`config.mk`:
```
export PLATFORM = sky130hd
export DESIGN_NAME = tfrg_bitlen
export DESIGN_NICKNAME = d
export VERILOG_FILES = /design/src/hdl/tfrg_pkg.sv /design/src/hdl/tfrg_bitlen.sv
export SDC_FILE = /design/constraint.sdc
export NUM_CORES = 1
export LEC_CHECK = 0
export ABC_AREA = 1
export BUFFER_PORTS_ARGS = -buffer_cell sky130_fd_sc_hd__buf_4
export CORE_ASPECT_RATIO = 1.4
export CORE_UTILIZATION = 25
export DETAILED_ROUTE_END_ITERATION = 8
export GPL_ROUTABILITY_DRIVEN = 1
export HOLD_SLACK_MARGIN = 0.02
export PLACE_DENSITY_LB_ADDON = 0.1
export SLEW_MARGIN = 20
export SYNTH_ARGS = -nofsm -noshare
export SYNTH_HDL_FRONTEND = slang
export SYNTH_SLANG_ARGS = --single-unit
export TNS_END_PERCENT = 5
```
`constraint.sdc`:
```
create_clock -name i_clk -period 1.1 [get_ports i_clk]
set_input_delay 0.11 -clock i_clk [delete_from_list [all_inputs] [get_ports i_clk]]
set_output_delay 0.11 -clock i_clk [all_outputs]
set_load 0.01 [all_outputs]
```
`src/hdl/tfrg_pkg.sv`:
```
// Package for the table feedback random generator.
// Holds the shared widths, constants and item mode codes. No dependencies.
package tfrg_pkg;

    localparam int WORD_W          = 32;
    localparam int VALUE_W         = 64;
    localparam int MODE_W          = 2;
    localparam int LEN_W           = 6;
    localparam int TABLE_DEPTH_DEF = 256;

    localparam logic [WORD_W-1:0] SEED_MULT = 32'd1812433253;
    localparam logic [LEN_W-1:0]  MAX_BITS  = 6'd32;

    typedef enum logic [MODE_W-1:0] {
        MODE_RESEED = 2'd0,
        MODE_WORD   = 2'd1,
        MODE_DOUBLE = 2'd2,
        MODE_BITS   = 2'd3
    } t_mode;

endpackage

```
`src/hdl/tfrg_bitlen.sv`:
```
// Two-stage significant bit count of a 32-bit word (0 for a zero word).
// Depends on tfrg_pkg.
module tfrg_bitlen (
    input  logic                       i_clk,
    input  logic                       i_rst_n,
    input  logic                       i_valid,
    input  logic [tfrg_pkg::WORD_W-1:0] i_word,
    output logic                       o_valid,
    output logic [tfrg_pkg::LEN_W-1:0]  o_len
);
    import tfrg_pkg::*;

    localparam int NBYTES = WORD_W / 8;

    logic       r_valid1;
    logic       r_any;
    logic [1:0] r_idx;
    logic [7:0] r_byte;

    logic       n_any;
    logic [1:0] n_idx;
    logic [7:0] n_byte;
    logic [2:0] bit_pos;

    // stage 1: pick the highest nonzero byte
    always_comb begin
        n_any  = 1'b0;
        n_idx  = '0;
        n_byte = '0;
        for (int b = 0; b < NBYTES; b++) begin
            if (i_word[8*b +: 8] != 8'd0) begin
                n_any  = 1'b1;
                n_idx  = 2'(b);
                n_byte = i_word[8*b +: 8];
            end
        end
    end

    // stage 2: highest set bit inside that byte
    always_comb begin
        bit_pos = '0;
        for (int i = 0; i < 8; i++) begin
            if (r_byte[i]) begin
                bit_pos = 3'(i);
            end
        end
    end

    always_ff @(posedge i_clk) begin
        if (!i_rst_n) begin
            r_valid1 <= 1'b0;
            o_valid  <= 1'b0;
        end else begin
            r_valid1 <= i_valid;
            o_valid  <= r_valid1;
        end
        r_any  <= n_any;
        r_idx  <= n_idx;
        r_byte <= n_byte;
        o_len  <= r_any ? ({1'b0, r_idx, 3'b000} + {3'b000, bit_pos} + LEN_W'(1)) : '0;
    end

endmodule

```
==> key figures <==
Status
  • Status: finished, violations left
  • Failing checks: setup timing

Clocking
  • Num CTS Buffers: 3
  • Sink Count: 18
  • H-tree levels: 1
  • CTS clk-pin slew, worst paths: 60 ps
  • Worst-Skew Late Latency: 250 ps
  • Hold-fix buffers, CTS: 0
  • Max Buffers Root-to-Sink: 2
  • Clock root buffer: clkbuf_8
  • CTS tree: done
  • Postcts setup bufs: 0

Floorplan
  • I/O pin total: 42
  • Die area: 0.00375 sq mm
  • Row cnt: 25
  • Die Span Y: 72.0 um
  • Core Region: 0.00335 sq mm
  • Initial Util: 26.2%
  • Die width: 52.0 um

Global routing
  • Met3 GRT Util: 2.52%
  • Initial antenna violation count: 0
  • Top Usage Layer GRT: met2
  • Largest net degree at the start of global routing: 11
  • Grt met2 use: 24.6%
  • First-pass GRT wire length: 3.35 mm
  • GRT Overall Usage: 12.3%
  • Vias in the first global route: 905
  • Met1 Usage GRT: 10.4%
  • Grt total ovfl: 0

Yosys
  • Mapped Nets: 170
  • Syn avg cell area: 6.54 sq um
  • Mapped cell area: 876 sq um
  • Post-Syn Instances: 134
  • Seq/Total Area, Yosys: 41.1%
  • Synthesis Warnings: 0
  • Synth area leader: dfxtp_1
  • Most instantiated cells after synthesis: 45 x nand2_1, 23 x inv_1, 19 x nor2_1
  • Count leader, synth: nand2_1
  • #FFs+latches synth: 18
  • Top-area cell type share of the netlist area: 41.1%
  • Top post-synthesis cells by area: dfxtp_1 41%, nand2_1 19%, inv_1 9.9%
  • Post-synth EDFFs: 0
  • Ys flop type: dfxtp_1
  • Async set-reset flop share out of synthesis: 0%
  • Distinct cell type count after synthesis: 17

Place
  • IO buf count: 41
  • DPL Wire Length: 1.74 mm
  • RePlAce Congestion: 0.757
  • Dpl ws: -106 ps

Power
  • VDD IR max: 0.000515 V
  • Pleak: 0.724 nW
  • PwrDens: 1140 mW/mm^2

Route
  • First-pass DRT Iterations: 4
  • Final ANT Viol Nets: 0
  • 1st-iter DRT viols: 14
  • Final wirelength: 2.00 mm
  • DR WL/cell: 9.06 um
  • Vias after detailed routing: 917
  • DR DRC count: 0
  • Via density: 4.15

Critical path
  • Startpoint types: flop
  • CP max FO: 3
  • Crit-path slowest cell: dfxtp_2
  • Crit path top cell by count: nand2_1
  • Crit path required time: 1290 ps
  • R2R Setup Slk: -70 ps
  • Critical Path Max Stage Delay: 330 ps
  • Setup Crit Path Kind: flop to flop
  • Critical Path AT: 1360 ps
  • Crit-path cells: inv_2 -> nand2_1 -> nand2_1 -> nand2_1 -> nand2_1 -> nand2_2 -> nand2_2 -> ha_4 -> nand3_1 -> nand2_1 -> a21oi_1
  • Setup crit end kind: flop

Flow run
  • Max-capacitance violation count: 0

STA
  • Final worst clock skew: 0.757 ps
  • Final WS setup: -74.0 ps
  • Pins over their slew limit: 0
  • Worst hold margin: 37.2 ps
  • F_max: 852 MHz
  • Post-route clock period utilization: 107%
  • Slew headroom: 80.4%
  • RSZ-0062 raised after global routing: true
  • Fin crit period: 1170 ps
  • Final Hold Viols: 0
  • Worst Tran Pin Value: 294 ps
  • # setup viols final: 2

Final layout
  • Antenna diodes: 0
  • Layout net count: 218
  • Syn-to-layout area delta: 51.9%
  • Area taken by multi-input logic gates: 447 sq um
  • Layout cell share with drive strength beyond 1: 34.3%
  • Fillers: 363
  • Reg area: 362 sq um

Min path
  • Class of the worst hold path: input port to flop
layer usage:
layer | wire [um] | part of all wire [%]
met5 | 0 | 0
met4 | 55 | 2.7
met3 | 101 | 5.0
met2 | 1130 | 56
met1 | 718 | 36
worst paths after layout:
| path | start | endpoint | cells after the start |
|---|---|---|---|
| min reg2reg | r_valid1 | o_valid | 2 |
| max reg2reg | r_byte[2] | o_len[4] | 11 |
| min | i_valid | r_valid1 | 3 |
| max | r_byte[2] | o_len[4] | 11 |
layout make-up:
type / count / area share, %
Clock buffer: 4 / 4.14
Inverter: 25 / 7.06
Multi-Input combinational cell: 91 / 33.6
Sequential cell: 18 / 27.2
Tap cell: 40 / 3.76
Timing Repair Buffer: 43 / 24.3
repair_timing:
| item | in CTS | in global routing |
|---|---|---|
| gates resized for setup | 0 | 6 |
| setup endpoints to repair | 3 | 3 |
| pin swaps | 0 | 1 |
worst max-delay path, delay by kind of cell (launching register included):
family / cells / cell delay [ps]
simple gates: 8 / 430
flops: 1 / 330
fa+ha+maj: 1 / 170
compound gates: 1 / 120
buf+inv: 1 / 30
report_power, final:
part           switching, mW  total, mW  internal, mW
registers             0.0131      0.704         0.691
logic                  0.115      0.275         0.160
clock network          0.214      0.532         0.318
total                  0.342       1.51          1.17
placed cells by master (no fill, tap or decap):
master	count
nand2_1	43
buf_4	43
inv_1	22
nor2_1	19
dfxtp_1	17
a21oi_1	9
clkbuf_8	4
nor2_2	3
inv_2	3
nand2_2	3
nand4_1	3
nor2_4	2
nand3_1	2
o21ai_0	1
nand4_2	1
o21ai_1	1
xnor2_1	1
xnor2_2	1
nand3b_1	1
ha_4	1
dfxtp_2	1
registers in the layout, indices dropped and copies added (netlist names):
name,cells
o_valid,1
r_any,1
r_idx,2
r_byte,7
r_valid1,1
o_len,6
cell families (layout without fill, tap and decap cells):
family	after synthesis	in the layout	synth area share, %
AND/OR/NAND/NOR	77	77	38.4
buffers and inverters	25	72	10.7
flip-flops	18	18	41.1
AO/OA/AOI/OAI	11	11	6.28
XOR/XNOR	2	2	2.00
adder cells (fa/ha/maj)	1	1	1.43
per-stage QoR:
stage / area [sq um] / util (%) / TNS [ps] / cells / total power, mW
2_1_floorplan: 878 / - / 0 / 134 / 0.819
3_3_place_gp: 1250 / 37.4 / -115 / 217 / 0.981
3_5_place_dp: 1250 / 37.4 / -244 / 217 / 0.985
4_1_cts: 1310 / 39.0 / -295 / 221 / 1.52
5_1_grt: 1330 / 39.7 / -398 / 221 / 1.61
6_report: 1330 / 39.7 / -104 / 221 / 1.51
No activity file was read; power rests on OpenSTA's default activity.
